`src/hw/rtl/frame_min_step_quantizer_defines.svh`:
```
// Assertion macros shared by the quantizer RTL.
`ifndef FRAME_MIN_STEP_QUANTIZER_DEFINES_SVH
`define FRAME_MIN_STEP_QUANTIZER_DEFINES_SVH

// The consequent must hold in the same cycle as the antecedent.
`define FMSQ_ASSERT_NOW(label, clk, rst_n, ante, cons, msg) \
    label: assert property (@(posedge clk) disable iff (!rst_n) (ante) |-> (cons)) \
        else $error(msg);

// The consequent must hold in the cycle after the antecedent.
`define FMSQ_ASSERT_NEXT(label, clk, rst_n, ante, cons, msg) \
    label: assert property (@(posedge clk) disable iff (!rst_n) (ante) |=> (cons)) \
        else $error(msg);

`endif

```
`src/hw/rtl/fmsq_pkg.sv`:
```
`default_nettype none

package fmsq_pkg;

    // Field widths.
    localparam int TEMP_W   = 23;
    localparam int FRAME_W  = 32;
    localparam int LEVEL_W  = 8;
    localparam int ORIGIN_W = 16;
    localparam int STEP_W   = 16;
    localparam int SEQ_W    = 32;

    // Origin expressed in 0.0001 degC units.
    localparam int OT_W = 24;

    localparam int GRID_PIXELS_DEF = 64;

    localparam logic signed [TEMP_W-1:0] TEMP_MAX = {1'b0, {(TEMP_W-1){1'b1}}};
    localparam logic signed [TEMP_W-1:0] TEMP_MIN = {1'b1, {(TEMP_W-1){1'b0}}};

    localparam int CENTI_SCALE = 100;
    localparam int LEVEL_MAX   = 255;
    localparam int STEP_ROUND  = LEVEL_MAX - 1;
    localparam int STEP_MIN    = 1;
    localparam int STEP_MAX    = 65535;
    localparam int ORIGIN_MAX  = 2 ** (ORIGIN_W - 1) - 1;
    localparam int ORIGIN_MIN  = -(2 ** (ORIGIN_W - 1));

    // Reciprocals for the constant divisions of the front. Each one is the
    // rounded-up value of 2**SHIFT / divisor, which gives the exact floor
    // quotient for every numerator below 2**23.
    localparam int RECIP_W     = 24;
    localparam int CENTI_RECIP = 10737419;
    localparam int CENTI_SHIFT = 30;
    localparam int LEVEL_RECIP = 8421505;
    localparam int LEVEL_SHIFT = 31;

    // Quotient bits resolved per divider cycle.
    localparam int DIV_STEPS = 2;

    // Two frames in flight, one per pixel store bank.
    localparam int QUEUE_DEPTH = 2;

    typedef struct packed {
        logic signed [ORIGIN_W-1:0] origin_centi;
        logic signed [OT_W-1:0]     origin_temp;
        logic [STEP_W-1:0]          step_size;
        logic [FRAME_W-1:0]         frame_id;
        logic [SEQ_W-1:0]           sequence_res;
        logic                       bank;
    } frame_job_t;

    typedef struct packed {
        logic empty;
        logic full;
    } queue_status_t;

endpackage

`default_nettype wire

```
`src/hw/rtl/fmsq_front.sv`:
```
`default_nettype none

// Loads pixels into the current store bank, tracks the frame extremes and
// works out origin and step for each completed frame. Both divisions are by
// a constant and are done as a reciprocal multiplication whose quotient is
// registered before it is used.
module fmsq_front #(
    parameter int GRID_PIXELS = fmsq_pkg::GRID_PIXELS_DEF
) (
    input  wire logic                                 clk,
    input  wire logic                                 rst_n,
    input  wire logic                                 start,
    output logic                                      busy,
    input  wire logic signed [fmsq_pkg::TEMP_W-1:0]   temperature,
    input  wire logic [fmsq_pkg::FRAME_W-1:0]         frame_number,
    input  wire fmsq_pkg::queue_status_t              qstat,
    output logic                                      push,
    output fmsq_pkg::frame_job_t                      job,
    output logic                                      ram_we,
    output logic [$clog2(GRID_PIXELS):0]              ram_waddr,
    output logic [fmsq_pkg::TEMP_W-1:0]               ram_wdata
);

    localparam int IDX_W  = $clog2(GRID_PIXELS);
    localparam int NUM_W  = fmsq_pkg::TEMP_W + 1;
    localparam int QUO_W  = fmsq_pkg::STEP_W + 1;
    localparam int PROD_W = NUM_W + fmsq_pkg::RECIP_W;
    localparam int OCW    = fmsq_pkg::STEP_W + 2;
    localparam int OT_W   = fmsq_pkg::OT_W;
    localparam int SPAN_W = fmsq_pkg::OT_W + 1;

    typedef enum logic [4:0] {
        F_LOAD  = 5'b00001,
        F_DIVO  = 5'b00010,
        F_WAITO = 5'b00100,
        F_DIVS  = 5'b01000,
        F_WAITS = 5'b10000
    } front_state_t;

    front_state_t state_reg, state_next;

    logic [IDX_W-1:0]                       count_reg, count_next;
    logic                                   bank_reg, bank_next;
    logic signed [fmsq_pkg::TEMP_W-1:0]     min_reg, min_next;
    logic signed [fmsq_pkg::TEMP_W-1:0]     max_reg, max_next;
    logic [fmsq_pkg::FRAME_W-1:0]           held_frame_reg, held_frame_next;
    logic [fmsq_pkg::SEQ_W-1:0]             seq_reg, seq_next;
    logic signed [fmsq_pkg::ORIGIN_W-1:0]   origin_reg, origin_next;
    logic signed [OT_W-1:0]                 ot_reg, ot_next;
    logic [QUO_W-1:0]                       quo_reg, quo_next;

    logic                         accept;
    logic                         frame_done;
    logic [PROD_W-1:0]            origin_prod;
    logic [PROD_W-1:0]            step_prod;

    logic                                 min_neg;
    logic signed [NUM_W-1:0]              min_ext;
    logic [NUM_W-1:0]                     min_mag, min_num;
    logic signed [OCW-1:0]                oc_mag, oc_wide;
    logic signed [fmsq_pkg::ORIGIN_W-1:0] origin_sat;
    logic signed [OT_W-1:0]               origin_wide, ot_calc;
    logic signed [SPAN_W-1:0]             span;
    logic                                 span_pos;
    logic [NUM_W-1:0]                     step_num;
    logic [fmsq_pkg::STEP_W-1:0]          step_clamped, step_val;

    assign busy   = (state_reg != F_LOAD) || qstat.full;
    assign accept = start && !busy;

    assign ram_we    = accept;
    assign ram_waddr = {bank_reg, count_reg};
    assign ram_wdata = temperature;

    // Origin division works on the magnitude; a negative minimum rounds
    // its magnitude up so that the result is the floor.
    assign min_neg = min_reg[fmsq_pkg::TEMP_W-1];
    assign min_ext = NUM_W'(min_reg);
    assign min_mag = min_neg ? unsigned'(-min_ext) : unsigned'(min_ext);
    assign min_num = min_neg ? min_mag + NUM_W'(fmsq_pkg::CENTI_SCALE - 1) : min_mag;

    assign origin_prod = PROD_W'(min_num) * PROD_W'(fmsq_pkg::CENTI_RECIP);

    assign oc_mag  = signed'(OCW'(quo_reg));
    assign oc_wide = min_neg ? -oc_mag : oc_mag;

    always_comb
    begin
        if (oc_wide > OCW'(fmsq_pkg::ORIGIN_MAX))
        begin
            origin_sat = fmsq_pkg::ORIGIN_W'(fmsq_pkg::ORIGIN_MAX);
        end
        else if (oc_wide < OCW'(fmsq_pkg::ORIGIN_MIN))
        begin
            origin_sat = fmsq_pkg::ORIGIN_W'(fmsq_pkg::ORIGIN_MIN);
        end
        else
        begin
            origin_sat = oc_wide[fmsq_pkg::ORIGIN_W-1:0];
        end
    end

    assign origin_wide = OT_W'(origin_sat);
    assign ot_calc     = origin_wide * OT_W'(fmsq_pkg::CENTI_SCALE);

    assign span      = SPAN_W'(max_reg) - SPAN_W'(ot_reg);
    assign span_pos  = !span[SPAN_W-1] && (span != '0);
    assign step_num  = NUM_W'(span) + NUM_W'(fmsq_pkg::STEP_ROUND);
    assign step_prod = PROD_W'(step_num) * PROD_W'(fmsq_pkg::LEVEL_RECIP);

    always_comb
    begin
        if (quo_reg > QUO_W'(fmsq_pkg::STEP_MAX))
        begin
            step_clamped = fmsq_pkg::STEP_W'(fmsq_pkg::STEP_MAX);
        end
        else if (quo_reg == '0)
        begin
            step_clamped = fmsq_pkg::STEP_W'(fmsq_pkg::STEP_MIN);
        end
        else
        begin
            step_clamped = quo_reg[fmsq_pkg::STEP_W-1:0];
        end
    end

    always_comb
    begin
        state_next      = state_reg;
        count_next      = count_reg;
        bank_next       = bank_reg;
        min_next        = min_reg;
        max_next        = max_reg;
        held_frame_next = held_frame_reg;
        seq_next        = seq_reg;
        origin_next     = origin_reg;
        ot_next         = ot_reg;
        quo_next        = quo_reg;
        push            = 1'b0;
        frame_done      = 1'b0;
        step_val        = fmsq_pkg::STEP_W'(fmsq_pkg::STEP_MIN);

        case (state_reg)
            F_LOAD:
            begin
                if (accept)
                begin
                    if (temperature < min_reg)
                    begin
                        min_next = temperature;
                    end
                    if (temperature > max_reg)
                    begin
                        max_next = temperature;
                    end
                    held_frame_next = frame_number;
                    if (count_reg == IDX_W'(GRID_PIXELS - 1))
                    begin
                        count_next = '0;
                        state_next = F_DIVO;
                    end
                    else
                    begin
                        count_next = count_reg + IDX_W'(1);
                    end
                end
            end
            F_DIVO:
            begin
                // Magnitude of the origin in centi-degrees.
                quo_next   = origin_prod[fmsq_pkg::CENTI_SHIFT +: QUO_W];
                state_next = F_WAITO;
            end
            F_WAITO:
            begin
                origin_next = origin_sat;
                ot_next     = ot_calc;
                state_next  = F_DIVS;
            end
            F_DIVS:
            begin
                if (span_pos)
                begin
                    quo_next   = step_prod[fmsq_pkg::LEVEL_SHIFT +: QUO_W];
                    state_next = F_WAITS;
                end
                else
                begin
                    push       = 1'b1;
                    frame_done = 1'b1;
                end
            end
            F_WAITS:
            begin
                push       = 1'b1;
                frame_done = 1'b1;
                step_val   = step_clamped;
            end
            default:
            begin
                state_next = F_LOAD;
            end
        endcase

        if (frame_done)
        begin
            min_next   = fmsq_pkg::TEMP_MAX;
            max_next   = fmsq_pkg::TEMP_MIN;
            seq_next   = seq_reg + fmsq_pkg::SEQ_W'(1);
            bank_next  = !bank_reg;
            state_next = F_LOAD;
        end
    end

    always_comb
    begin
        job.origin_centi = origin_reg;
        job.origin_temp  = ot_reg;
        job.step_size    = step_val;
        job.frame_id     = held_frame_reg;
        job.sequence_res = seq_reg;
        job.bank         = bank_reg;
    end

    always_ff @(posedge clk or negedge rst_n)
    begin
        if (!rst_n)
        begin
            state_reg      <= F_LOAD;
            count_reg      <= '0;
            bank_reg       <= 1'b0;
            min_reg        <= fmsq_pkg::TEMP_MAX;
            max_reg        <= fmsq_pkg::TEMP_MIN;
            held_frame_reg <= '0;
            seq_reg        <= '0;
        end
        else
        begin
            state_reg      <= state_next;
            count_reg      <= count_next;
            bank_reg       <= bank_next;
            min_reg        <= min_next;
            max_reg        <= max_next;
            held_frame_reg <= held_frame_next;
            seq_reg        <= seq_next;
        end
    end

    always_ff @(posedge clk)
    begin
        origin_reg <= origin_next;
        ot_reg     <= ot_next;
        quo_reg    <= quo_next;
    end

endmodule

`default_nettype wire

```
`config.mk`:
```
export PLATFORM = sky130hd
export DESIGN_NAME = fmsq_front
export DESIGN_NICKNAME = d
export VERILOG_FILES = /design/src/hw/rtl/frame_min_step_quantizer_defines.svh /design/src/hw/rtl/fmsq_pkg.sv /design/src/hw/rtl/fmsq_front.sv
export SDC_FILE = /design/constraint.sdc
export NUM_CORES = 1
export LEC_CHECK = 0
export BUFFER_PORTS_ARGS = -buffer_cell sky130_fd_sc_hd__buf_2
export CORE_MARGIN = 3
export CORE_UTILIZATION = 30
export CTS_CLUSTER_DIAMETER = 100
export DETAILED_ROUTE_END_ITERATION = 8
export GPL_TIMING_DRIVEN = 0
export HOLD_SLACK_MARGIN = 0.03
export PLACE_DENSITY = 0.48
export SETUP_SLACK_MARGIN = 0.1
export SYNTH_ARGS = -nofsm -noshare
export SYNTH_HDL_FRONTEND = slang
export SYNTH_SLANG_ARGS = --single-unit
```
`constraint.sdc`:
```
create_clock -name clk -period 13.19 [get_ports clk]
set_clock_uncertainty 0.2 [all_clocks]
set_input_delay 0.6595 -clock clk [delete_from_list [all_inputs] [get_ports clk]]
set_output_delay 0.6595 -clock clk [all_outputs]
set_load 0.01 [all_outputs]
```
==> run metrics <==
status=complete, no violations; layout cells sized above 1=0.115; Critical Path Max Stage Delay=between 0.7 and 0.8 ns; Synth async-reset ratio=0.701; mean post-synth cell area=roughly 9.2 um^2; Worst Setup End Kind=flop; Syn-to-layout area delta=12.2%; CTS tree=built; synth unique cells=88; largest area contributor in the netlist=ha_1; Slew headroom=0.0899; WL met1=37,700 um; clk buf depth=2; CTS H-Tree Depth=4; setup TNS=0 ns; Final nets=just over 4,000; Routed Antenna Nets=0; vias per inst=4.64; count leader, synth=inv_1; overall routing resource usage=0.167; chip height=just over 300 um; Synthesis Warnings=0; Wirelength per Cell=between 15 and 20 um; clk sinks=174; routed vias=20,400; Slew @ Worst Pin=1.36 ns; worst setup margin=approximately 1.0 ns; critical-path maximum fanout=10; initial antenna violation count=0; die area=between 0.09 and 0.1 mm^2; DP HPWL=66,700 um; Core Region=about 0.09 mm^2; Pre-antenna DRT Iters=5; sequential area share after synthesis=0.170; Crit Path Category=flop to flop; diode count=0; setup violators final=0; Tmin final=between 10 and 15 ns; crit share post-route=0.921; Primary FF master, synth=dfrtp_1; CTS buffer count=17; worst-skew pair later-pin latency=between 0.4 and 0.5 ns; slowest CP cell=xnor2_1; post-placement worst setup slack=between 0.5 and 0.6 ns; design area=roughly 0.03 mm^2; WHS=approximately 0.16 ns; Maximum Capacitance Violations=0; largest net degree at the start of global routing=slightly above 90; first-pass GRT wire length=121,000 um; vias in the first global route=about 21,000; Initial Utilization=0.306; worst endpoint data arrival time=12.18 ns; Area contributors post-synth=ha_1 (25%), fa_1 (18%), inv_1 (9.1%); top cells by count, synth=inv_1 (664), ha_1 (555), fa_1 (248), nand2_1 (224), xnor2_1 (114); uppermost layer routed=met4; RSZ-0062 raised after global routing=false; Critical Path RT=13.22 ns; DR iter-0 viols=a little under 1,000; Peak Freq=approximately 0.082 GHz; Met3 Wirelength=between 2000 and 3000 um; CP startpoint kind=flop; Post-DP Area=0.0300 mm^2; Ports=approximately 210; # DRC=0; Hold WC Path Type=input pin to flop; total wire length=between 70,000 and 80,000 um; IO Port Bufs=210; Hold Vio Cnt, Final=0; Slew Viols, Final=0; Clock Tree Root=clkbuf_16; Yosys reg bits=roughly 170; Reg clk slew, reported paths=0.08 ns; GRT overflow=0; Gate Count Post-Synth=around 3,000; Post-synth EDFFs=52; post-synth top area share=0.254; RD Place Congestion=0.853; post-synthesis cell area=0.0273 mm^2; die width=around 300 um; FP Rows=109; metal2 WL=about 35,000 um
## worst max-delay path, delay by kind of cell, from the launching register on
kind / cells / cell delay [ns]
buffers and inverters: 8 / 1.43
and+or+nand+nor: 7 / 1.56
AOI/OAI and AO/OA: 10 / 3.21
xor gates and xnor gates: 2 / 0.94
adders and majority gates: 9 / 4.02
DFF: 1 / 0.53
## area by class of cell
cell class | instances | area, um^2
repair buffers | 227 | 1210
multi-input cells | 2043 | 19700
inverters | 668 | 2510
fillers | 9317 | 58700
clock inverters | 13 | 146
well taps | 1165 | 1460
clock buffers | 19 | 443
plain buffers | 92 | 497
flip-flops and latches | 174 | 4640
## cells by family (layout without fill, tap and decap cells)
family,after synthesis,after routing,synth area share
DFF,174,174,0.170
AOI/OAI and AO/OA,402,402,0.0985
and+or+nand+nor,606,606,0.112
xor gates and xnor gates,190,190,0.0615
other,2,11,0.000275
muxes,31,31,0.0114
adders and majority gates,803,803,0.436
buffers and inverters,760,1019,0.110
## layout by cell type, fill, tap and decap left out, drive strengths merged, types with 16 or more instances in the layout
cell    synthesis  routed
edfxtp         52      52
nor2          106     106
clkbuf         49      68
nand2b         34      34
xnor2         115     115
o21a           19      19
ha            555     555
nand2         224     224
a21o           47      47
buf            43     269
o311ai         36      36
fa            248     248
nand3          34      34
o21ai          90      90
nor4           16      16
xor2           75      75
mux2i          30      30
nand4          40      40
dfrtp          98      98
dfstp          24      24
nor3           41      41
inv           665     673
or3            16      16
a21oi          94      94
## per-layer routing
metal,global-route usage,vias up
met3,0.0226,49
met4,0.0341,0
li1,-,10300
met5,0,-
met2,0.272,344
met1,0.235,9773
## per-stage QoR
step | std cells | util
after floorplan | 2977 | -
after global placement | 4352 | 0.334
after detailed placement | 4368 | 0.336
after CTS | 4401 | 0.343
after global routing | 4401 | 0.343
final | 4401 | 0.343
## what timing repair did
item                                    CTS  global route
endpoints found under the setup margin    0             3
buffers inserted                          0             0
hold buffers                              1             0
resized for setup                         0             1
hold endpoints to repair                 31             0
## worst paths after layout
| path | from | end | slack (ns) | depth (start not counted) |
|---|---|---|---|---|
| setup / recovery | min_reg[0]$_DFFE_PN1P_ | quo_reg[16]$_DFFE_PP_ | 1.04 | 36 |
| hold / removal | frame_number[10] | held_frame_reg[10]$_DFFE_PN0P_ | 0.16 | 3 |
| setup reg to reg | min_reg[0]$_DFFE_PN1P_ | quo_reg[16]$_DFFE_PP_ | 1.04 | 36 |
| hold reg to reg | seq_reg[31]$_DFFE_PN0P_ | seq_reg[31]$_DFFE_PN0P_ | 0.27 | 1 |
| max in group asynchronous | rst_n | min_reg[21]$_DFFE_PN1P_ | 11.59 | 3 |
| min in group asynchronous | rst_n | held_frame_reg[19]$_DFFE_PN0P_ | 0.43 | 2 |
Power is not shown: default switching activity piles up to over one toggle a cycle in this logic, so the estimate is an artifact.
