**config.mk**
```make
export PLATFORM = sky130hd
export DESIGN_NAME = fmsq_queue
export DESIGN_NICKNAME = d
export VERILOG_FILES = /design/src/hw/rtl/frame_min_step_quantizer_defines.svh /design/src/hw/rtl/fmsq_pkg.sv /design/src/hw/rtl/fmsq_queue.sv
export SDC_FILE = /design/constraint.sdc
export NUM_CORES = 1
export LEC_CHECK = 0
export BUFFER_PORTS_ARGS = -buffer_cell sky130_fd_sc_hd__buf_2
export CORE_AREA = 3 3 137 239
export DETAILED_ROUTE_END_ITERATION = 8
export DIE_AREA = 0 0 140 242
export SYNTH_ARGS = -nofsm -noshare
export SYNTH_HDL_FRONTEND = slang
export SYNTH_SLANG_ARGS = --single-unit
```
**constraint.sdc**
```tcl
create_clock -name clk -period 9 [get_ports clk]
set_clock_uncertainty 0.2 [all_clocks]
set_input_delay 0.9 -clock clk [delete_from_list [all_inputs] [get_ports clk]]
set_output_delay 0.9 -clock clk [all_outputs]
set_load 0.02 [all_outputs]
```
**src/hw/rtl/frame_min_step_quantizer_defines.svh**
```systemverilog
// Assertion macros shared by the quantizer RTL.
`ifndef FRAME_MIN_STEP_QUANTIZER_DEFINES_SVH
`define FRAME_MIN_STEP_QUANTIZER_DEFINES_SVH

// The consequent must hold in the same cycle as the antecedent.
`define FMSQ_ASSERT_NOW(label, clk, rst_n, ante, cons, msg) \
    label: assert property (@(posedge clk) disable iff (!rst_n) (ante) |-> (cons)) \
        else $error(msg);

// The consequent must hold in the cycle after the antecedent.
`define FMSQ_ASSERT_NEXT(label, clk, rst_n, ante, cons, msg) \
    label: assert property (@(posedge clk) disable iff (!rst_n) (ante) |=> (cons)) \
        else $error(msg);

`endif

```
**src/hw/rtl/fmsq_pkg.sv**
```systemverilog
`default_nettype none

package fmsq_pkg;

    // Field widths.
    localparam int TEMP_W   = 23;
    localparam int FRAME_W  = 32;
    localparam int LEVEL_W  = 8;
    localparam int ORIGIN_W = 16;
    localparam int STEP_W   = 16;
    localparam int SEQ_W    = 32;

    // Origin expressed in 0.0001 degC units.
    localparam int OT_W = 24;

    localparam int GRID_PIXELS_DEF = 64;

    localparam logic signed [TEMP_W-1:0] TEMP_MAX = {1'b0, {(TEMP_W-1){1'b1}}};
    localparam logic signed [TEMP_W-1:0] TEMP_MIN = {1'b1, {(TEMP_W-1){1'b0}}};

    localparam int CENTI_SCALE = 100;
    localparam int LEVEL_MAX   = 255;
    localparam int STEP_ROUND  = LEVEL_MAX - 1;
    localparam int STEP_MIN    = 1;
    localparam int STEP_MAX    = 65535;
    localparam int ORIGIN_MAX  = 2 ** (ORIGIN_W - 1) - 1;
    localparam int ORIGIN_MIN  = -(2 ** (ORIGIN_W - 1));

    // Reciprocals for the constant divisions of the front. Each one is the
    // rounded-up value of 2**SHIFT / divisor, which gives the exact floor
    // quotient for every numerator below 2**23.
    localparam int RECIP_W     = 24;
    localparam int CENTI_RECIP = 10737419;
    localparam int CENTI_SHIFT = 30;
    localparam int LEVEL_RECIP = 8421505;
    localparam int LEVEL_SHIFT = 31;

    // Quotient bits resolved per divider cycle.
    localparam int DIV_STEPS = 2;

    // Two frames in flight, one per pixel store bank.
    localparam int QUEUE_DEPTH = 2;

    typedef struct packed {
        logic signed [ORIGIN_W-1:0] origin_centi;
        logic signed [OT_W-1:0]     origin_temp;
        logic [STEP_W-1:0]          step_size;
        logic [FRAME_W-1:0]         frame_id;
        logic [SEQ_W-1:0]           sequence_res;
        logic                       bank;
    } frame_job_t;

    typedef struct packed {
        logic empty;
        logic full;
    } queue_status_t;

endpackage

`default_nettype wire

```
**src/hw/rtl/fmsq_queue.sv**
```systemverilog
`default_nettype none

// Short queue of finished frame descriptors between front and back.
module fmsq_queue (
    input  wire logic                 clk,
    input  wire logic                 rst_n,
    input  wire logic                 push,
    input  wire fmsq_pkg::frame_job_t push_job,
    input  wire logic                 pop,
    output fmsq_pkg::frame_job_t      head,
    output fmsq_pkg::queue_status_t   status
);

    localparam int DEPTH = fmsq_pkg::QUEUE_DEPTH;
    localparam int PTR_W = $clog2(DEPTH);
    localparam int CNT_W = $clog2(DEPTH + 1);

    fmsq_pkg::frame_job_t entries_reg [DEPTH];

    logic [PTR_W-1:0] wptr_reg, wptr_next;
    logic [PTR_W-1:0] rptr_reg, rptr_next;
    logic [CNT_W-1:0] count_reg, count_next;

    always_comb
    begin
        wptr_next  = wptr_reg;
        rptr_next  = rptr_reg;
        count_next = count_reg;
        if (push)
        begin
            wptr_next = (wptr_reg == PTR_W'(DEPTH - 1)) ? '0 : wptr_reg + PTR_W'(1);
        end
        if (pop)
        begin
            rptr_next = (rptr_reg == PTR_W'(DEPTH - 1)) ? '0 : rptr_reg + PTR_W'(1);
        end
        if (push && !pop)
        begin
            count_next = count_reg + CNT_W'(1);
        end
        else if (pop && !push)
        begin
            count_next = count_reg - CNT_W'(1);
        end
    end

    always_ff @(posedge clk or negedge rst_n)
    begin
        if (!rst_n)
        begin
            wptr_reg  <= '0;
            rptr_reg  <= '0;
            count_reg <= '0;
        end
        else
        begin
            wptr_reg  <= wptr_next;
            rptr_reg  <= rptr_next;
            count_reg <= count_next;
        end
    end

    always_ff @(posedge clk)
    begin
        if (push)
        begin
            entries_reg[wptr_reg] <= push_job;
        end
    end

    assign head         = entries_reg[rptr_reg];
    assign status.empty = (count_reg == '0);
    assign status.full  = (count_reg == CNT_W'(DEPTH));

endmodule

`default_nettype wire

```
==> qor.yml, run 1 <==
cells_and_area:
  final_area_um2: 11600
  final_util_pct: 37.5
  area_growth_pct: 25.2
  stdcell_count: 1062
  drive_above_1_share_pct: 60.9
  largest_register_ffs: 242
  nets: 783
grt:
  overflow: 0
  grt_pass1_wl_um: 27900
  grt_antenna_before_repair: 6
  grt_pass1_vias: 4762
  grtUsageTotal_pct: 10.8
  grt_max_degree: 66
critical_path:
  arrival_ns: 2.66
  cpMaxStageDelayCell: "buf_4"
  critPathRequiredTime_ns: 7.90
  crit_fanout: 54
  max_stage_delay_ns: 0.77
  crit_path_cell_trace: "buf_4 > mux2_2 > buf_2"
  critPathLaunchType: "flip-flop"
  ff2ff_setup_slack_ns: 6.34
  crit_type: "flip-flop to output port"
  endpoint_kind: "output port"
route:
  wl_per_cell_um: 17.8
  drt.antenna.violating_nets: 0
  drtIter0Drc: 206
  drc_errors: 0
  drt_wl_total_um: 18900
  via_per_inst: 4.27
  first_pass_iters: 4
  via_count: 4533
power_and_ir_drop:
  total_power_mw: 3.75
  ir_worst_vdd_mv: 0.224
  p_per_area_nw_per_um2: 324
  internal_power_mw: 2.55
  combPwrFrac_pct: 33.4
  swShare_pct: 31.9
  pwr-share-clk_pct: 23.6
  pwr-share-seq_pct: 43.0
  leakagePower_nw: 4.52
  p_sw_mw: 1.19
clock_tree:
  cts.sinks: 246
  cts_buffer_depth: 3
  clkTransAtPathRegs_ns: 0.06
  insertion_delay_ns: 0.52
  cts_tree: "built"
  cts_setup_buffers: 0
  cts_max_level: 1
  cts_root_buf: "clkbuf_16"
  numCtsBuffers: 23
timing:
  finalWorstSetupSlack_ns: 5.24
  fin_setup_tns_ns: 0
  hold-worst-slack_ns: 0.288
  fin_crit_ns: 3.76
  maxSlewHeadroom_pct: 37.8
  post-route-period-util_pct: 41.8
  hold_violations: 0
  final_max_slew_viol_count: 0
  finalSetupViolCount: 0
  rsz0062_at_grt: "no"
  tightest_slew_ns: 0.934
  max_freq_ghz: 0.266
worst_hold_path:
  worstHoldPathType: "flip-flop to flip-flop"
floorplan:
  row_count: 85
  io_pins: 248
  core_area_um2: 30800
  initial_core_util_pct: 30.0
  dieArea_um2: 33900
  dieHeight_um: 242
  die_x_um: 140
placed_design:
  post-place-ws_ns: 5.72
  dp_hpwl_um: 13100
  dpl.cell_count: 1022
  numPortBuffers: 247
  gp_congestion: 0.736
  placed_area_um2: 10900
yosys:
  synth-edff-count: 242
  synth_nets: 519
  synth_area_um2: 9250
  syn_inst: 393
  yosysWarnings: 0
  synthArstFlopShare_pct: 1.63
  ys_ff_latch: 246
  synth.top_cells.by_count: "edfxtp_1 (242), mux2_4 (80), mux2_2 (41)"
  synth_area_leaders: "edfxtp_1 (79%), mux2_4 (13%), mux2_2 (5.0%)"
  synth.avg_cell_area_um2: 23.5
  ys.flop_type: "edfxtp_1"
  synth_most_common_cell: "edfxtp_1"
  synth_area_leader_cell: "edfxtp_1"
  synth_top_area_share_pct: 78.5
  yosysSeqAreaShare_pct: 79.6
  yosysUniqueCellTypes: 14
run_status:
  outcome: "finished, final reports clean"
flow_run:
  max_cap_viol_count: 0
==> critical path: cells and delay by family (launching register included) <==
kind / cells / cell delay [ns]
buf+inv: 2 / 0.93
flops: 1 / 0.75
mux: 1 / 0.41
==> power groups by stage <==
stage / Clock, mW / Combinational [mW] / Sequential [mW]
after detailed placement: 0 / 1.28 / 1.64
after global routing: 0.961 / 1.34 / 1.64
after global placement: 0 / 1.28 / 1.63
after floorplan: 0 / 0.967 / 1.62
final: 0.883 / 1.25 / 1.61
after CTS: 0.922 / 1.29 / 1.62
==> per-layer routing <==
layer	part of all wire, %	up-vias	GRT usage (%)	wire, um
met1	32	2240	10.0	6100
met5	0.22	-	0	41
met4	3.4	6	4.71	652
met3	6.7	46	2.98	1280
met2	57	155	21.2	10900
li1	-	2086	-	-
==> area by class of cell <==
class	instances	area, um^2
antenna	3	7.51
clock buffer	25	583
clock inverter	11	86.3
fill	2919	19300
inverter	1	3.75
multi-input combinational	132	1760
sequential	246	7370
tap	391	489
timing repair buffer	253	1280
==> logic make-up after synthesis <==
logic type	after synthesis	share of synthesized area, %
AND/OR/NAND/NOR	5	0.284
buffers and inverters	15	1.51
flip-flops	246	79.6
XOR/XNOR	5	0.473
adder cells (fa/ha/maj)	1	0.135
multiplexers	121	18.0
==> cells in the final DEF (no fill, tap or decap) <==
master	Yosys	final
and2_4	0	1
buf_2	4	247
buf_4	0	5
bufinv_16	0	1
clkbuf_1	0	2
clkbuf_16	0	23
clkinv_1	0	3
clkinv_2	0	4
clkinvlp_4	0	1
dfrtp_1	4	3
dfrtp_4	0	1
diode_2	0	3
dlygate4sd3_1	0	1
edfxtp_1	242	242
ha_1	1	1
inv_1	1	1
inv_6	0	2
mux2_2	41	41
mux2_4	80	80
nor2_1	2	2
nor2b_1	2	1
nor2b_4	0	1
xnor2_1	1	1
xor2_1	4	4
==> path summary, 6_finish.rpt <==
| check | startpoint | to | cells after the start |
|---|---|---|---|
| max reg2reg | wptr_reg | entries_reg[1][116] | 2 |
| min | count_reg[1] | count_reg[1] | 1 |
| min in group asynchronous | rst_n | count_reg[0] | 2 |
| min reg2reg | count_reg[1] | count_reg[1] | 1 |
| max in group asynchronous | rst_n | rptr_reg | 2 |
| max | rptr_reg | head[103] | 3 |
==> timing repair <==
item / 4_1_cts / 5_1_grt
setup endpoints to repair: 0 / 0
gates resized for setup: 0 / 0
hold buffers: 1 / 0
hold endpoints to repair: 4 / 0
Note: power is estimated with default switching activity, not from simulation.
==> run 2: changes to the inputs <==
==> constraint.sdc (replaced) <==
create_clock -name clk -period 3.7 [get_ports clk]
set_clock_uncertainty 0.2 [all_clocks]
set_input_delay 0.37 -clock clk [delete_from_list [all_inputs] [get_ports clk]]
set_output_delay 0.37 -clock clk [all_outputs]
set_load 0.02 [all_outputs]
==> run 2 against run 1 <==
Against the previous run: routed wire length rose by 5.6%; final area rose by 11%; flip-flop and latch count unchanged; critical path type unchanged; largest cell class unchanged.
==> qor.yml, run 2 (synthesis gave the netlist of run 1 again) <==
clock_tree:
  numCtsBuffers: 23  # unchanged
  cts.sinks: 246  # unchanged
  cts_max_level: 1  # unchanged
  insertion_delay_ns: 0.51  # about the same
  cts_buffer_depth: 3  # unchanged
  cts_tree: "built"
  cts_setup_buffers: 0  # unchanged
  cts_resized: 0  # unchanged
  clkTransAtPathRegs_ns: 0.06  # about the same
  cts_root_buf: "clkbuf_16"
flow_run:
  max_cap_viol_count: 0  # unchanged
route:
  drt.antenna.violating_nets: 0  # unchanged
  drtIter0Drc: 170  # -17%
  drc_errors: 0  # unchanged
  wl_per_cell_um: 16.7  # -6.1%
  first_pass_iters: 6  # +2
  via_per_inst: 4.17  # -2.3%
  drt_wl_total_um: 20000  # +5.6%
  via_count: 4978  # +9.8%
floorplan:
  dieHeight_um: 242  # unchanged
  io_pins: 248  # unchanged
  dieArea_um2: 33900  # unchanged
  initial_core_util_pct: 30.0  # unchanged
  row_count: 85  # unchanged
  die_x_um: 140  # unchanged
  core_area_um2: 30800  # unchanged
timing:
  tightest_slew_ns: 0.651  # -0.283 ns
  maxSlewHeadroom_pct: 56.6  # +19 points
  finalSetupViolCount: 0  # unchanged
  post-route-period-util_pct: 78.5
  max_freq_ghz: 0.344
  final_max_slew_viol_count: 0  # unchanged
  rsz0062_at_grt: "no"
  fin_crit_ns: 2.90
  fin_setup_tns_ns: 0  # unchanged
  hold_violations: 0  # unchanged
grt:
  grt_pass1_wl_um: 29900  # +7.3%
  grt-busiest-layer: "met2"
  grt_max_degree: 76  # +15%
  grt_antenna_before_repair: 7  # +1
  met3_usage_pct: 2.25  # -0.73 points
  grt_pass1_vias: 5385  # +13%
  overflow: 0  # unchanged
  grt_util_met1_pct: 11.6  # +1.6 points
  grtUsageTotal_pct: 11.4  # +0.59 points
  grt_use_met2_pct: 21.5  # +0.33 points
placed_design:
  placed_area_um2: 11000  # +0.60%
  numPortBuffers: 247  # unchanged
  gp_congestion: 0.724  # -1.6%
  dp_hpwl_um: 13400  # +1.9%
cells_and_area:
  area_growth_pct: 39.5
  drive_above_1_share_pct: 51.1  # -9.9 points
  nets: 909  # +16%
  final_area_um2: 12900  # +11%
  final_common_cell: "buf_2"
  largest_register_ffs: 242  # unchanged
  final_cell_mix: "buf_2 (247), edfxtp_1 (242), dlygate4sd3_1 (125), mux2_4 (80), mux2_2 (41)"
worst_hold_path:
  min_from: "count_reg[1]"
  worstHoldPathType: "flip-flop to flip-flop"
  min_to: "count_reg[1]"
  holdPathStages: 1  # unchanged
critical_path:
  critPathLaunchType: "flip-flop"
  r2r_cells: 2  # unchanged
  ff2ff_setup_slack_ns: 1.82  # -4.52 ns
  arrival_ns: 2.33  # -0.33 ns
  crit_fanout: 43  # -20%
  critPathRequiredTime_ns: 3.13  # -4.77 ns
  worstReg2RegEnd: "entries_reg[1][41]"
  crit_type: "flip-flop to output port"
  endpoint_kind: "output port"
  timing.rr.start: "wptr_reg"
power_and_ir_drop:
  ir_worst_vdd_mv: 0.445  # +99%
  p_per_area_nw_per_um2: 722  # +120%
  leakagePower_nw: 5.06  # +12%
run_status:
  outcome: "finished, final reports clean"
-- run 2: cell count changes in the layout (fill, tap and decap cells not counted) --
cell           previous run  this run
dlygate4sd3_1             1       125
buf_12                    0         4
buf_4                     5         3
clkinvlp_4                1         2
diode_2                   3         4
clkbuf_1                  2         6
clkinv_2                  4         2
clkinv_1                  3         5
-- run 2: cell type report --
type                       instances  area, um^2
antenna                            4        10.0
clock buffer                      29         598
clock inverter                    12        91.3
fill                            2773       17900
inverter                           1        3.75
multi-input combinational        132        1760
sequential                       246        7370
tap                              391         489
timing repair buffer             379        2590
-- run 2: per-stage QoR --
step	power, mW	util [%]	hold slack (ns)	setup WS [ns]	instances
detailed placement	7.15	35.5	-0.0173	1.30	1024
global placement	7.12	35.5	-0.0200	1.32	1024
floorplan	6.23	-	-0.126	0.858	393
global route	9.76	41.8	0.334	0.683	1192
finish	9.32	41.9	0.302	0.796	1194
CTS	9.49	41.8	0.304	0.717	1190
-- run 2: per-layer routing --
layer	wire, um	up-vias	part of all wire [%]
met1	6940	2414	35
li1	-	2347	-
met4	833	6	4.2
met5	41	-	0.21
met2	11100	170	55
met3	1080	41	5.4
-- run 2: repair_timing --
item / 4_1_cts / 5_1_grt
endpoints found under the setup margin: 0 / 0
endpoints found under the hold margin: 248 / 0
hold buffers: 125 / 0
-- run 2: worst max-delay path by stage --
stage	start	slack (ns)	end
after global routing	rptr_reg	0.68	head[118]
final	rptr_reg	0.80	head[116]
after detailed placement	rptr_reg	1.30	head[5]
after CTS	rptr_reg	0.72	head[5]
after global placement	rptr_reg	1.32	head[99]
after floorplan	wptr_reg	0.86	entries_reg[0][0]
-- run 2: critical path, cell delays in order (launching register included) --
cell and delay, ns:
dfrtp_4 0.84, buf_12 0.38, mux2_2 0.39, buf_2 0.16
-- run 2: report_power, final --
part | internal, mW | switching, mW | total [mW]
registers | 3.70 | 0.233 | 3.93
logic | 1.43 | 1.77 | 3.20
clock network | 1.22 | 0.973 | 2.19
