`src/hw/rtl/frame_min_step_quantizer_defines.svh`:
```
// Assertion macros shared by the quantizer RTL.
`ifndef FRAME_MIN_STEP_QUANTIZER_DEFINES_SVH
`define FRAME_MIN_STEP_QUANTIZER_DEFINES_SVH

// The consequent must hold in the same cycle as the antecedent.
`define FMSQ_ASSERT_NOW(label, clk, rst_n, ante, cons, msg) \
    label: assert property (@(posedge clk) disable iff (!rst_n) (ante) |-> (cons)) \
        else $error(msg);

// The consequent must hold in the cycle after the antecedent.
`define FMSQ_ASSERT_NEXT(label, clk, rst_n, ante, cons, msg) \
    label: assert property (@(posedge clk) disable iff (!rst_n) (ante) |=> (cons)) \
        else $error(msg);

`endif

```
`src/hw/rtl/fmsq_pkg.sv`:
```
`default_nettype none

package fmsq_pkg;

    // Field widths.
    localparam int TEMP_W   = 23;
    localparam int FRAME_W  = 32;
    localparam int LEVEL_W  = 8;
    localparam int ORIGIN_W = 16;
    localparam int STEP_W   = 16;
    localparam int SEQ_W    = 32;

    // Origin expressed in 0.0001 degC units.
    localparam int OT_W = 24;

    localparam int GRID_PIXELS_DEF = 64;

    localparam logic signed [TEMP_W-1:0] TEMP_MAX = {1'b0, {(TEMP_W-1){1'b1}}};
    localparam logic signed [TEMP_W-1:0] TEMP_MIN = {1'b1, {(TEMP_W-1){1'b0}}};

    localparam int CENTI_SCALE = 100;
    localparam int LEVEL_MAX   = 255;
    localparam int STEP_ROUND  = LEVEL_MAX - 1;
    localparam int STEP_MIN    = 1;
    localparam int STEP_MAX    = 65535;
    localparam int ORIGIN_MAX  = 2 ** (ORIGIN_W - 1) - 1;
    localparam int ORIGIN_MIN  = -(2 ** (ORIGIN_W - 1));

    // Reciprocals for the constant divisions of the front. Each one is the
    // rounded-up value of 2**SHIFT / divisor, which gives the exact floor
    // quotient for every numerator below 2**23.
    localparam int RECIP_W     = 24;
    localparam int CENTI_RECIP = 10737419;
    localparam int CENTI_SHIFT = 30;
    localparam int LEVEL_RECIP = 8421505;
    localparam int LEVEL_SHIFT = 31;

    // Quotient bits resolved per divider cycle.
    localparam int DIV_STEPS = 2;

    // Two frames in flight, one per pixel store bank.
    localparam int QUEUE_DEPTH = 2;

    typedef struct packed {
        logic signed [ORIGIN_W-1:0] origin_centi;
        logic signed [OT_W-1:0]     origin_temp;
        logic [STEP_W-1:0]          step_size;
        logic [FRAME_W-1:0]         frame_id;
        logic [SEQ_W-1:0]           sequence_res;
        logic                       bank;
    } frame_job_t;

    typedef struct packed {
        logic empty;
        logic full;
    } queue_status_t;

endpackage

`default_nettype wire

```
`src/hw/rtl/fmsq_div.sv`:
```
`default_nettype none

// Restoring divider with a bounded quotient, STEPS quotient bits per cycle.
// ovf flags a quotient that does not fit in QUO_W bits.
module fmsq_div #(
    parameter int NUM_W = 24,
    parameter int DEN_W = 8,
    parameter int QUO_W = 16,
    parameter int STEPS = 2
) (
    input  wire logic             clk,
    input  wire logic             rst_n,
    input  wire logic             start,
    input  wire logic [NUM_W-1:0] num,
    input  wire logic [DEN_W-1:0] den,
    output logic                  done,
    output logic      [QUO_W-1:0] quo,
    output logic                  ovf
);

    localparam int REM_W  = (NUM_W > DEN_W + QUO_W) ? NUM_W : DEN_W + QUO_W;
    localparam int ROUNDS = QUO_W / STEPS;
    localparam int CNT_W  = $clog2(ROUNDS + 1);

    logic             run_reg, run_next;
    logic             done_reg, done_next;
    logic [CNT_W-1:0] cnt_reg, cnt_next;
    logic [REM_W-1:0] rem_reg, rem_next;
    logic [REM_W-1:0] dsh_reg, dsh_next;
    logic [QUO_W-1:0] quo_reg, quo_next;
    logic             ovf_reg, ovf_next;

    logic [REM_W-1:0] r_tmp, d_tmp;
    logic [QUO_W-1:0] q_tmp;

    always_comb
    begin
        r_tmp = rem_reg;
        d_tmp = dsh_reg;
        q_tmp = quo_reg;
        for (int s = 0; s < STEPS; s++)
        begin
            if (r_tmp >= d_tmp)
            begin
                r_tmp = r_tmp - d_tmp;
                q_tmp = {q_tmp[QUO_W-2:0], 1'b1};
            end
            else
            begin
                q_tmp = {q_tmp[QUO_W-2:0], 1'b0};
            end
            d_tmp = d_tmp >> 1;
        end
    end

    always_comb
    begin
        run_next  = run_reg;
        done_next = 1'b0;
        cnt_next  = cnt_reg;
        rem_next  = rem_reg;
        dsh_next  = dsh_reg;
        quo_next  = quo_reg;
        ovf_next  = ovf_reg;
        if (start)
        begin
            run_next = 1'b1;
            cnt_next = CNT_W'(ROUNDS);
            rem_next = REM_W'(num);
            dsh_next = REM_W'(den) << (QUO_W - 1);
            quo_next = '0;
            ovf_next = REM_W'(num) >= (REM_W'(den) << QUO_W);
        end
        else if (run_reg)
        begin
            rem_next = r_tmp;
            dsh_next = d_tmp;
            quo_next = q_tmp;
            cnt_next = cnt_reg - CNT_W'(1);
            if (cnt_reg == CNT_W'(1))
            begin
                run_next  = 1'b0;
                done_next = 1'b1;
            end
        end
    end

    always_ff @(posedge clk or negedge rst_n)
    begin
        if (!rst_n)
        begin
            run_reg  <= 1'b0;
            done_reg <= 1'b0;
            cnt_reg  <= '0;
        end
        else
        begin
            run_reg  <= run_next;
            done_reg <= done_next;
            cnt_reg  <= cnt_next;
        end
    end

    always_ff @(posedge clk)
    begin
        rem_reg <= rem_next;
        dsh_reg <= dsh_next;
        quo_reg <= quo_next;
        ovf_reg <= ovf_next;
    end

    assign done = done_reg;
    assign quo  = quo_reg;
    assign ovf  = ovf_reg;

endmodule

`default_nettype wire

```
`src/hw/rtl/fmsq_back.sv`:
```
`default_nettype none

// Replays the stored pixels of the frame at the head of the queue and
// quantizes each pixel at or above the origin with an iterative divider.
module fmsq_back #(
    parameter int GRID_PIXELS = fmsq_pkg::GRID_PIXELS_DEF
) (
    input  wire logic                                clk,
    input  wire logic                                rst_n,
    input  wire fmsq_pkg::queue_status_t             qstat,
    input  wire fmsq_pkg::frame_job_t                job,
    output logic                                     pop,
    output logic [$clog2(GRID_PIXELS):0]             ram_raddr,
    input  wire logic [fmsq_pkg::TEMP_W-1:0]         ram_rdata,
    output logic                                     valid,
    output logic [fmsq_pkg::LEVEL_W-1:0]             level,
    output logic signed [fmsq_pkg::ORIGIN_W-1:0]     origin_centi,
    output logic [fmsq_pkg::STEP_W-1:0]              step_size,
    output logic [fmsq_pkg::FRAME_W-1:0]             frame_id,
    output logic [fmsq_pkg::SEQ_W-1:0]               sequence_res,
    output logic                                     last
);

    localparam int IDX_W  = $clog2(GRID_PIXELS);
    localparam int NUM_W  = fmsq_pkg::TEMP_W + 1;
    localparam int DEN_W  = fmsq_pkg::STEP_W + 1;
    localparam int DIFF_W = fmsq_pkg::OT_W + 1;

    typedef enum logic [3:0] {
        B_IDLE  = 4'b0001,
        B_READ  = 4'b0010,
        B_START = 4'b0100,
        B_WAIT  = 4'b1000
    } back_state_t;

    back_state_t state_reg, state_next;

    logic [IDX_W-1:0] idx_reg, idx_next;
    logic             cur_last_reg, cur_last_next;

    logic                                 valid_reg, valid_next;
    logic [fmsq_pkg::LEVEL_W-1:0]         level_reg;
    logic signed [fmsq_pkg::ORIGIN_W-1:0] origin_reg;
    logic [fmsq_pkg::STEP_W-1:0]          step_reg;
    logic [fmsq_pkg::FRAME_W-1:0]         frame_reg;
    logic [fmsq_pkg::SEQ_W-1:0]           seq_reg;
    logic                                 last_reg;

    logic                         emit, emit_last;
    logic [fmsq_pkg::LEVEL_W-1:0] emit_level;
    logic                         is_last;
    logic signed [DIFF_W-1:0]     diff;
    logic                         div_start, div_done, div_ovf;
    logic [NUM_W-1:0]             div_num;
    logic [DEN_W-1:0]             div_den;
    logic [fmsq_pkg::LEVEL_W-1:0] div_quo;

    assign ram_raddr = {job.bank, idx_reg};
    assign is_last   = (idx_reg == IDX_W'(GRID_PIXELS - 1));

    // Rounding half up: (2d + step) / (2 step).
    assign diff    = DIFF_W'(signed'(ram_rdata)) - DIFF_W'(signed'(job.origin_temp));
    assign div_num = {diff[NUM_W-2:0], 1'b0} + NUM_W'(job.step_size);
    assign div_den = {job.step_size, 1'b0};

    always_comb
    begin
        state_next    = state_reg;
        idx_next      = idx_reg;
        cur_last_next = cur_last_reg;
        emit          = 1'b0;
        emit_last     = 1'b0;
        emit_level    = '0;
        pop           = 1'b0;
        div_start     = 1'b0;

        case (state_reg)
            B_IDLE:
            begin
                if (!qstat.empty)
                begin
                    state_next = B_READ;
                end
            end
            B_READ:
            begin
                state_next = B_START;
            end
            B_START:
            begin
                idx_next      = is_last ? '0 : idx_reg + IDX_W'(1);
                cur_last_next = is_last;
                if (diff[DIFF_W-1])
                begin
                    // A pixel below the origin sits at level zero.
                    emit       = 1'b1;
                    emit_last  = is_last;
                    pop        = is_last;
                    state_next = is_last ? B_IDLE : B_READ;
                end
                else
                begin
                    div_start  = 1'b1;
                    state_next = B_WAIT;
                end
            end
            B_WAIT:
            begin
                if (div_done)
                begin
                    emit       = 1'b1;
                    emit_level = div_ovf ? fmsq_pkg::LEVEL_W'(fmsq_pkg::LEVEL_MAX) : div_quo;
                    emit_last  = cur_last_reg;
                    pop        = cur_last_reg;
                    state_next = cur_last_reg ? B_IDLE : B_START;
                end
            end
            default:
            begin
                state_next = B_IDLE;
            end
        endcase
    end

    assign valid_next = emit;

    fmsq_div #(
        .NUM_W (NUM_W),
        .DEN_W (DEN_W),
        .QUO_W (fmsq_pkg::LEVEL_W),
        .STEPS (fmsq_pkg::DIV_STEPS)
    ) u_div (
        .clk   (clk),
        .rst_n (rst_n),
        .start (div_start),
        .num   (div_num),
        .den   (div_den),
        .done  (div_done),
        .quo   (div_quo),
        .ovf   (div_ovf)
    );

    always_ff @(posedge clk or negedge rst_n)
    begin
        if (!rst_n)
        begin
            state_reg    <= B_IDLE;
            idx_reg      <= '0;
            cur_last_reg <= 1'b0;
            valid_reg    <= 1'b0;
        end
        else
        begin
            state_reg    <= state_next;
            idx_reg      <= idx_next;
            cur_last_reg <= cur_last_next;
            valid_reg    <= valid_next;
        end
    end

    always_ff @(posedge clk)
    begin
        if (emit)
        begin
            level_reg  <= emit_level;
            origin_reg <= job.origin_centi;
            step_reg   <= job.step_size;
            frame_reg  <= job.frame_id;
            seq_reg    <= job.sequence_res;
            last_reg   <= emit_last;
        end
    end

    assign valid        = valid_reg;
    assign level        = level_reg;
    assign origin_centi = origin_reg;
    assign step_size    = step_reg;
    assign frame_id     = frame_reg;
    assign sequence_res = seq_reg;
    assign last         = last_reg;

endmodule

`default_nettype wire

```
`config.mk`:
```
export PLATFORM = sky130hd
export DESIGN_NAME = fmsq_back
export DESIGN_NICKNAME = d
export VERILOG_FILES = /design/src/hw/rtl/frame_min_step_quantizer_defines.svh /design/src/hw/rtl/fmsq_pkg.sv /design/src/hw/rtl/fmsq_div.sv /design/src/hw/rtl/fmsq_back.sv
export SDC_FILE = /design/constraint.sdc
export NUM_CORES = 1
export LEC_CHECK = 0
export BUFFER_PORTS_ARGS = -buffer_cell sky130_fd_sc_hd__buf_4
export CORE_MARGIN = 2
export CORE_UTILIZATION = 40
export DETAILED_ROUTE_END_ITERATION = 8
export RECOVER_POWER = 100
export SKIP_LAST_GASP = 1
export SLEW_MARGIN = 20
export SYNTH_ARGS = -nofsm -noshare
export SYNTH_HDL_FRONTEND = slang
export SYNTH_SLANG_ARGS = --single-unit
```
`constraint.sdc`:
```
create_clock -name clk -period 24.2 [get_ports clk]
set_input_delay 4.84 -clock clk [delete_from_list [all_inputs] [get_ports clk]]
set_output_delay 4.84 -clock clk [all_outputs]
set_load 0.005 [all_outputs]
```
==> qor.yml, run 1 <==
run_status:
  outcome: "finished, violations left"
  violations: "capacitance limit, slew limit"
detailed_routing:
  first_pass_iters: 7
  drt_iter0_drc: 566
  ant_nets: 0
  wl_um: 30500
  viasPerCell: 5.26
  num_vias: 9560
  drc_errors: 0
  wl_per_cell_um: 16.8
worst_hold_path:
  hp-start: "u_div.cnt_reg[2]"
  min_path_type: "reg -> reg"
  min_to: "u_div.done"
  hold_path_depth: 1
critical_path:
  worstReg2RegEnd: "sequence_res[19]"
  worstPathArrival_ns: 12.95
  endpoint_kind: "register"
  crit_type: "in -> reg"
  cp_max_fo: 83
  reg2regPathDepth: 3
  cp.required_ns: 24.14
  worst_path_largest_cell_delay_ns: 3.07
  crit_buf_inv: 3
  cp_num_cells: 13
  critPathTopFamily: "compound AO/OA/AOI/OAI gates"
  r2r_slack_ns: 16.31
  start_kind: "primary input"
  path_cells: "clkbuf_4 > inv_1 > ha_1 > fa_1 > nor2b_1 > o31ai_1 > a211o_1 > a21o_1 > a31o_2 > a211oi_1 > o21a_1 > o21ai_0 > clkbuf_1"
  slowest_stage: "clkbuf_1"
  r2r-start: "state_reg[3]"
yosys:
  synth-edff-count: 146
  netlist_area_mm2: 0.0118
  synth_cell_type_count: 89
  synth_top_cell_area_share_pct: 37.1
  synthFlopType: "edfxtp_1"
  synth_nets: 1428
  netlist_instances: 1172
  synth-async-reset-ratio_pct: 9.44
  synth_top_area_cell: "edfxtp_1"
  ys_seq_area_share_pct: 43.6
  syn_avg_cell_area_um2: 10.1
  synthTopCellsByArea: "edfxtp_1, ha_1, a21oi_1"
  synth_seq_cells: 180
  yosys_warnings: 0
placement:
  dpl.hpwl_um: 23800
  numPortBuffers: 258
  dp_cells: 1786
  place_ws_ns: 11.62
  gp_congestion: 0.935
timing:
  setup-tns-final_ns: 0
  setup_ws_ns: 11.19
  setup_viol: 0
  tightest_slew_ns: 4.14
  rsz0062_at_grt: "false"
  hold_viol: 0
  fin_crit_sh_pct: 53.8
  slew_headroom_pct: -179
  drv_slew: 224
  skew_ns: 0.0148
  fmax_mhz: 76.9
  period_minus_slack_ns: 13.01
cells_and_area:
  layoutNonFillerInstCount: 1818
  diodes: 0
  syn_to_final_growth_pct: 22.6
  nets: 1677
  drive_above_1_share_pct: 18.7
global_routing:
  grt_max_degree: 84
  grt_first_pass_wirelength_um: 48000
  grt.total_usage_pct: 19.7
  busiest_layer: "met2"
  met1_usage_pct: 24.7
  grt_pass1_vias: 9197
  antenna_found_initial: 0
  global_route.usage.met3_pct: 4.07
  use_met2_pct: 34.3
  grt-ovfl-total: 0
clock_tree:
  cts_sinks: 180
  clock_latency_ns: 0.44
  cts_made_buffers: 17
  root_buffer: "clkbuf_16"
  cts_tree: "built"
  cts_htree_levels: 4
  cts_resized: 0
  clk_pin_slew_ns: 0.07
  cts_buffer_depth: 2
  post-cts-setup-buffer-count: 0
  ctsHoldBuffers: 0
power_and_ir_drop:
  power.leakage_nw: 6.12
  vdd_drop_max_v: 0.0000784
  p_per_area_mw_per_mm2: 144
  finalPower_w: 0.00208
run:
  cap_violations: 4
die:
  coreArea_mm2: 0.0289
  initial_core_util_pct: 40.9
  ios: 262
  rows: 62
  die_area_mm2: 0.0309
  die_y_um: 176
  die_x_um: 176
cell usage in the layout (no fill, tap or decap), types with 5 or more instances in the layout:
cell and n:
nand3_1 27, nand2b_1 21, o31ai_1 8, dfrtp_1 16
nor4_1 7, mux2_2 6, a21o_1 37, nor2b_1 9
nand2_1 80, ha_1 104, nor2_1 96, xor2_1 31
clkbuf_1 57, xnor2_1 48, o21a_1 14, nand4b_1 5
a211oi_1 15, or3_1 7, a21oi_1 88, buf_4 47
mux2i_1 30, o31a_1 5, inv_1 94, o21ai_0 75
dfxtp_1 17, o21ai_1 9, o21bai_1 10, nand4_1 10
nor3_1 19, a31oi_1 8, and3_1 12, edfxtp_1 146
clkbuf_16 17, clkbuf_4 159, o221ai_1 5
worst max-delay path by stage:
stage                       startpoint                to  slack (ns)
final                     ram_rdata[0]  sequence_res[19]       11.19
after floorplan                job[83]             valid        9.56
after global placement         job[81]               pop       11.64
after CTS                      job[81]               pop       11.60
after global routing      ram_rdata[0]  sequence_res[18]       10.19
after detailed placement       job[81]               pop       11.62
metal layers:
metal	share of wire (%)	routed length, um	vias to the layer above
li1	-	-	4812
met1	44	13400	4395
met2	48	14700	324
met3	6.4	1940	29
met4	1.7	510	0
met5	0	0	-
Yosys cell counts, types with 21 or more instances:
library cell	instances
nor2_1	96
nand2_1	81
o21ai_0	72
mux2i_1	30
nand2b_1	21
xnor2_1	48
nand3_1	27
a21oi_1	88
xor2_1	31
ha_1	104
edfxtp_1	146
inv_1	94
a21o_1	37
through the flow:
| step | util, % | hold slack (ns) | area (um^2) |
|---|---|---|---|
| 3_3_place_gp | 48.8 | 0.464 | 14100 |
| 4_1_cts | 50.8 | 0.486 | 14700 |
| 3_5_place_dp | 48.8 | 0.471 | 14100 |
| 6_report | 50.1 | 0.482 | 14500 |
| 2_1_floorplan | - | 0.444 | 11800 |
| 5_1_grt | 50.1 | 0.510 | 14500 |
area by class of cell:
type	instances	area (um^2)
Clock buffer	17	425
Clock inverter	15	169
Fill cell	2724	14400
Inverter	94	353
Multi-Input combinational cell	865	6150
Sequential cell	180	5150
Tap cell	384	480
Timing Repair Buffer	263	1760
logic make-up after synthesis:
group	Yosys count	synth area share [%]
xor gates and xnor gates	79	5.85
AOI/OAI and AO/OA	325	18.2
muxes	40	3.56
buffers and inverters	127	4.42
DFF	180	43.6
adders and majority gates	108	11.7
and+or+nand+nor	313	12.7
report_power, final:
group          leakage (nW)  total [W]  switching (W)  internal, W
sequential             1.68   0.000468      0.0000300     0.000438
clock                 0.281   0.000280       0.000133     0.000147
combinational          4.16    0.00133       0.000731     0.000604
(Power assumes the default switching activity.)
==> run 2, diff against run 1 <==
==> constraint.sdc (replaced) <==
create_clock -name clk -period 13.2 [get_ports clk]
set_input_delay 2.64 -clock clk [delete_from_list [all_inputs] [get_ports clk]]
set_output_delay 2.64 -clock clk [all_outputs]
set_load 0.005 [all_outputs]
==> run 2 against run 1 <==
Net effect: the flow still finishes with violations (capacitance limit, slew limit); first-iteration DRC count grew 28%; sequential power grew 84%; cell count is essentially flat; critical path depth is the same; combinational power grew 86%; worst setup slack lost 7.6 ns; design area grew 0.16%; total power grew 85%; critical path type unchanged; critical endpoint unchanged; largest cell class unchanged; largest power group unchanged.
==> qor.yml, run 2 (same netlist as run 1, synthesis figures left out) <==
die:
  die_x_um: 176  # unchanged
  coreArea_mm2: 0.0289  # unchanged
  initial_core_util_pct: 40.9  # unchanged
  die_y_um: 176  # unchanged
  rows: 62  # unchanged
  die_area_mm2: 0.0309  # unchanged
  ios: 262  # unchanged
critical_path:
  crit_type: "in -> reg"
  worstPathArrival_ns: 9.67  # -3.28 ns
  cp_max_fo: 83  # unchanged
  reg2regPathDepth: 3  # unchanged
  cp.required_ns: 13.23  # -10.91 ns
  r2r_slack_ns: 6.55  # -9.76 ns
  worstReg2RegEnd: "sequence_res[19]"
  start_kind: "primary input"
  endpoint_kind: "register"
  r2r-start: "state_reg[3]"
timing:
  drv_slew: 224  # unchanged
  skew_ns: 0.0194  # +0.00463 ns
  tightest_slew_ns: 4.28  # +0.148 ns
  period_minus_slack_ns: 9.64
  whs_ns: 0.485  # +0.00336 ns
  rsz0062_at_grt: "false"
  fin_crit_sh_pct: 73.1
  slew_headroom_pct: -189  # -10 points
  setup-tns-final_ns: 0  # unchanged
  fmax_mhz: 104
  setup_viol: 0  # unchanged
  hold_viol: 0  # unchanged
  setup_ws_ns: 3.56  # -7.63 ns
global_routing:
  grt.total_usage_pct: 19.9  # +0.20 points
  grt_max_degree: 84  # unchanged
  antenna_found_initial: 0  # unchanged
  grt-ovfl-total: 0  # unchanged
  grt_pass1_vias: 9412  # +2.3%
  grt_first_pass_wirelength_um: 48400  # +0.82%
cells_and_area:
  layout_common_cells: "clkbuf_4, edfxtp_1, ha_1"
  nets: 1678  # +0.060%
  syn_to_final_growth_pct: 22.8
  drive_above_1_share_pct: 18.7  # about the same
  fill_cells: 2709  # -0.55%
  diodes: 0  # unchanged
  final_common_cell: "clkbuf_4"
  stdcell_area_mm2: 0.0145  # +0.16%
power_and_ir_drop:
  p_per_area_mw_per_mm2: 266  # +85%
  power.leakage_nw: 6.13  # +0.31%
  vdd_drop_max_v: 0.000135  # +73%
clock_tree:
  ctsHoldBuffers: 0  # unchanged
  cts_buffer_depth: 2  # unchanged
  cts_tree: "built"
  cts_resized: 0  # unchanged
  cts_sinks: 180  # unchanged
  post-cts-setup-buffer-count: 0  # unchanged
  root_buffer: "clkbuf_16"
  clock_latency_ns: 0.45  # about the same
  clk_pin_slew_ns: 0.07  # about the same
  cts_made_buffers: 17  # unchanged
  cts_htree_levels: 4  # unchanged
worst_hold_path:
  min_path_type: "reg -> reg"
  hp-start: "u_div.cnt_reg[2]"
  hold_path_depth: 1  # unchanged
  min_to: "u_div.done"
detailed_routing:
  viasPerCell: 5.30  # +0.84%
  drc_errors: 0  # unchanged
  drt_iter0_drc: 724  # +28%
  first_pass_iters: 5  # -2
  wl_per_cell_um: 17.0  # +1.1%
  ant_nets: 0  # unchanged
  num_vias: 9646  # +0.90%
  wl_um: 30900  # +1.1%
run_status:
  violations: "capacitance limit, slew limit"
  outcome: "finished, violations left"
placement:
  numPortBuffers: 258  # unchanged
  gp_congestion: 0.913  # -2.4%
  place_ws_ns: 4.57  # -7.05 ns
  dpl.hpwl_um: 24000  # +0.79%
  dpl_cell_area_mm2: 0.0141  # about the same
run:
  cap_violations: 4  # unchanged
## run 2: cell type report
class / count / area (um^2) / area share [%]
Clock buffer: 17 / 425 / 2.93
Multi-Input combinational cell: 865 / 6150 / 42.4
Tap cell: 384 / 480 / 3.31
Sequential cell: 180 / 5150 / 35.5
Clock inverter: 15 / 194 / 1.34
Timing Repair Buffer: 264 / 1760 / 12.1
Inverter: 94 / 353 / 2.43
## run 2: where the power goes
| part | leakage [nW] | internal (W) | switching, W |
|---|---|---|---|
| Combinational | 4.16 | 0.00111 | 0.00136 |
| Clock | 0.302 | 0.000274 | 0.000258 |
| Sequential | 1.68 | 0.000803 | 0.0000569 |
| Total | 6.13 | 0.00219 | 0.00167 |
## run 2: metal layers
layer | up-vias | GRT usage, % | part of all wire [%]
met5 | - | 0 | 0
met4 | 0 | 7.44 | 2.6
met1 | 4475 | 24.7 | 44
met2 | 305 | 34.4 | 47
li1 | 4821 | - | -
met3 | 45 | 3.92 | 6.2
## run 2: per-stage QoR
step,total power [W],utilization [%],cells
after CTS,0.00386,51.0,1819
after detailed placement,0.00329,48.8,1787
after global placement,0.00325,48.8,1787
final,0.00386,50.2,1819
after floorplan,0.00284,-,1172
after global routing,0.00421,50.2,1819
## run 2: how the worst max path moves through the flow
| stage | start | to | slack, ns | cells after the start |
|---|---|---|---|---|
| 6_report | ram_rdata[0] | sequence_res[19] | 3.56 | 13 |
| 5_1_grt | ram_rdata[0] | level[5] | 2.72 | 13 |
| 4_1_cts | job[81] | u_div.ovf | 5.01 | 24 |
| 3_5_place_dp | job[81] | u_div.ovf | 4.57 | 24 |
| 3_3_place_gp | job[81] | u_div.ovf | 4.61 | 24 |
| 2_1_floorplan | job[83] | valid | 0.76 | 10 |
## run 2: worst max-delay path, stage by stage
cell and delay [ns]:
clkbuf_4 0.11, inv_1 0.04, ha_1 0.18, fa_1 0.23, nor2b_1 0.08, o31ai_1 0.36, a211o_1 0.29, a21o_1 0.20
a31o_2 0.21, a211oi_1 0.09, o21a_1 0.23, o21ai_0 3.16, clkbuf_2 1.80
==> run 3, diff against run 2 <==
==> constraint.sdc (replaced) <==
create_clock -name clk -period 8.72 [get_ports clk]
set_input_delay 1.744 -clock clk [delete_from_list [all_inputs] [get_ports clk]]
set_output_delay 1.744 -clock clk [all_outputs]
set_load 0.005 [all_outputs]
==> run 3 against run 2 <==
Net effect: the flow still finishes with violations (capacitance limit, slew limit); sequential power increased by 51%; flip-flop and latch count unchanged; sequential share of layout area is 0.23 points higher; die area unchanged; combinational power is 48% higher; hold slack worse by 0.0028 ns; cell count barely moved; via count is 1.1% lower; largest power group unchanged; highest routed layer unchanged.
==> qor.yml, run 3 (same netlist as run 1, synthesis figures left out) <==
power_and_ir_drop:
  power.leakage_nw: 6.08  # -0.95%
  power_frac_seq_pct: 22.7  # +0.4 points
  pwr-share-clk_pct: 13.1  # -0.7 points
  power_switching_w: 0.00247  # +48%
  vdd_drop_max_v: 0.000187  # +39%
  p_int_w: 0.00324  # +48%
  p_per_area_mw_per_mm2: 396  # +49%
  p_sw_share_pct: 43.3  # -0.044 points
  power_frac_comb_pct: 64.2  # +0.3 points
timing:
  drv_slew: 148  # -34%
  fmax_mhz: 137
  skew_ns: 0.0148  # -0.00462 ns
  period_minus_slack_ns: 7.28
  setup_viol: 0  # unchanged
  fin_crit_sh_pct: 83.4
  rsz0062_at_grt: "false"
  hold_viol: 0  # unchanged
  tightest_slew_ns: 2.71  # -1.57 ns
  setup-tns-final_ns: 0  # unchanged
  slew_headroom_pct: -80.8  # +110 points
die:
  die_area_mm2: 0.0309  # unchanged
  rows: 62  # unchanged
  die_y_um: 176  # unchanged
  coreArea_mm2: 0.0289  # unchanged
  die_x_um: 176  # unchanged
  ios: 262  # unchanged
  initial_core_util_pct: 40.9  # unchanged
global_routing:
  grt_pass1_vias: 9129  # -3.0%
  grt-ovfl-total: 0  # unchanged
  grt_first_pass_wirelength_um: 47400  # -2.1%
  grt_max_degree: 107  # +27%
  antenna_found_initial: 0  # unchanged
  grt.total_usage_pct: 19.6  # -0.34 points
run:
  cap_violations: 2  # -2
detailed_routing:
  ant_nets: 0  # unchanged
  num_vias: 9539  # -1.1%
  viasPerCell: 5.25  # -1.1%
  drt_iter0_drc: 599  # -17%
  first_pass_iters: 7  # +2
  drc_errors: 0  # unchanged
  wl_um: 30500  # -1.2%
  wl_per_cell_um: 16.8  # -1.1%
critical_path:
  setup.worst_path.start: "job[81]"
  worst_path_most_repeated_cell: "ha_1"
  slowest_stage: "fa_1"
  start_kind: "primary input"
  worstReg2RegEnd: "u_div.rem_reg[10]"
  critPathTopFamily: "simple AND/OR/NAND/NOR gates"
  cp_max_fo: 5  # -94%
  cp.required_ns: 8.91  # -4.32 ns
  r2r_slack_ns: 1.48  # -5.07 ns
  endpoint: "u_div.ovf"
  cp_num_cells: 24  # +11
  worstPathArrival_ns: 7.46  # -2.21 ns
  reg2regPathDepth: 19  # +16
  crit_type: "in -> reg"
  r2r-start: "u_div.dsh_reg[10]"
  worst_path_largest_cell_delay_ns: 0.41  # -2.75 ns
  crit_buf_inv: 1  # -2
  path_cells: "clkbuf_4 > ha_1 > fa_1 > nor2b_1 > o31ai_1 > a211o_1 > nand2_1 > xor2_1 > ha_1 > nand2_1 > or3_1 > a211oi_1 > o21ai_0 > nand2b_1 > a21oi_1 > nor4_1 > xnor2_1 > ha_1 > nand4b_1 > or2_2 > or3_1 > nor4_1 > a41oi_1 > o21ai_0"
  endpoint_kind: "register"
placement:
  dpl_cell_area_mm2: 0.0141  # about the same
  dpl.hpwl_um: 23800  # -0.63%
  numPortBuffers: 258  # unchanged
  gp_congestion: 0.845  # -7.4%
clock_tree:
  cts_sinks: 180  # unchanged
  cts_made_buffers: 17  # unchanged
  root_buffer: "clkbuf_16"
  clk_pin_slew_ns: 0.07  # about the same
  cts_tree: "built"
  cts_buffer_depth: 2  # unchanged
  cts_resized: 0  # unchanged
  cts_htree_levels: 4  # unchanged
  post-cts-setup-buffer-count: 0  # unchanged
  clock_latency_ns: 0.45  # about the same
  ctsHoldBuffers: 0  # unchanged
cells_and_area:
  stdcell_area_mm2: 0.0144  # -0.64%
  layout_common_cells: "clkbuf_4, edfxtp_1, ha_1"
  fill_cells: 2805  # +3.5%
  syn_to_final_growth_pct: 22.0
  diodes: 0  # unchanged
  nets: 1677  # -0.060%
  drive_above_1_share_pct: 18.1  # -0.61 points
  final_common_cell: "clkbuf_4"
worst_hold_path:
  min_path_type: "reg -> reg"
  hold_path_depth: 1  # unchanged
run_status:
  violations: "capacitance limit, slew limit"
  outcome: "finished, violations left"
==> run 3: cell types whose count changed in the layout (fill, tap and decap cells not counted), moves of 2 or more <==
cell and delta:
clkinv_8 -3, mux2_4 -2, clkinvlp_4 +2, clkbuf_1 +5, clkbuf_4 -6, inv_6 +3, mux2_1 +2
==> run 3: layer usage <==
metal,routed length [um],track usage [%],part of all wire [%],vias to the layer above
met3,2020,4.35,6.6,25
met2,14400,33.3,47,323
li1,-,-,-,4810
met5,0,0,0,-
met1,13600,25.0,44,4381
met4,552,5.68,1.8,0
==> run 3: layout make-up <==
class / instances / area [um^2] / area share (%)
tap: 384 / 480 / 3.33
clock buffer: 18 / 429 / 2.98
sequential: 180 / 5150 / 35.7
clock inverter: 14 / 136 / 0.946
inverter: 94 / 353 / 2.45
timing repair buffer: 263 / 1740 / 12.0
multi-input combinational: 865 / 6130 / 42.5
==> run 3: worst min-delay path by stage <==
stage	slack, ns	startpoint	endpoint
6_report	0.48	u_div.cnt_reg[2]	u_div.done
5_1_grt	0.52	u_div.cnt_reg[2]	u_div.done
2_1_floorplan	0.44	u_div.cnt_reg[2]	u_div.done
3_3_place_gp	0.46	u_div.cnt_reg[2]	u_div.done
3_5_place_dp	0.47	u_div.cnt_reg[2]	u_div.done
4_1_cts	0.48	u_div.cnt_reg[2]	u_div.done
==> run 3: power by group through the flow <==
stage	Sequential (W)	Combinational [W]	Clock, W
final	0.00130	0.00366	0.000748
after global placement	0.00131	0.00362	0
after CTS	0.00129	0.00369	0.000769
after detailed placement	0.00131	0.00367	0
after floorplan	0.00128	0.00301	0
after global routing	0.00132	0.00410	0.000803
==> run 3: metrics by stage <==
stage	hold WS, ns	total power [W]	std cells	setup slack (ns)	util [%]
4_1_cts	0.479	0.00575	1818	1.57	50.8
6_report	0.483	0.00570	1818	1.44	49.8
3_5_place_dp	0.469	0.00498	1786	1.09	48.8
5_1_grt	0.516	0.00622	1818	0.824	49.8
3_3_place_gp	0.463	0.00493	1786	1.19	48.8
2_1_floorplan	0.444	0.00430	1172	0.176	-
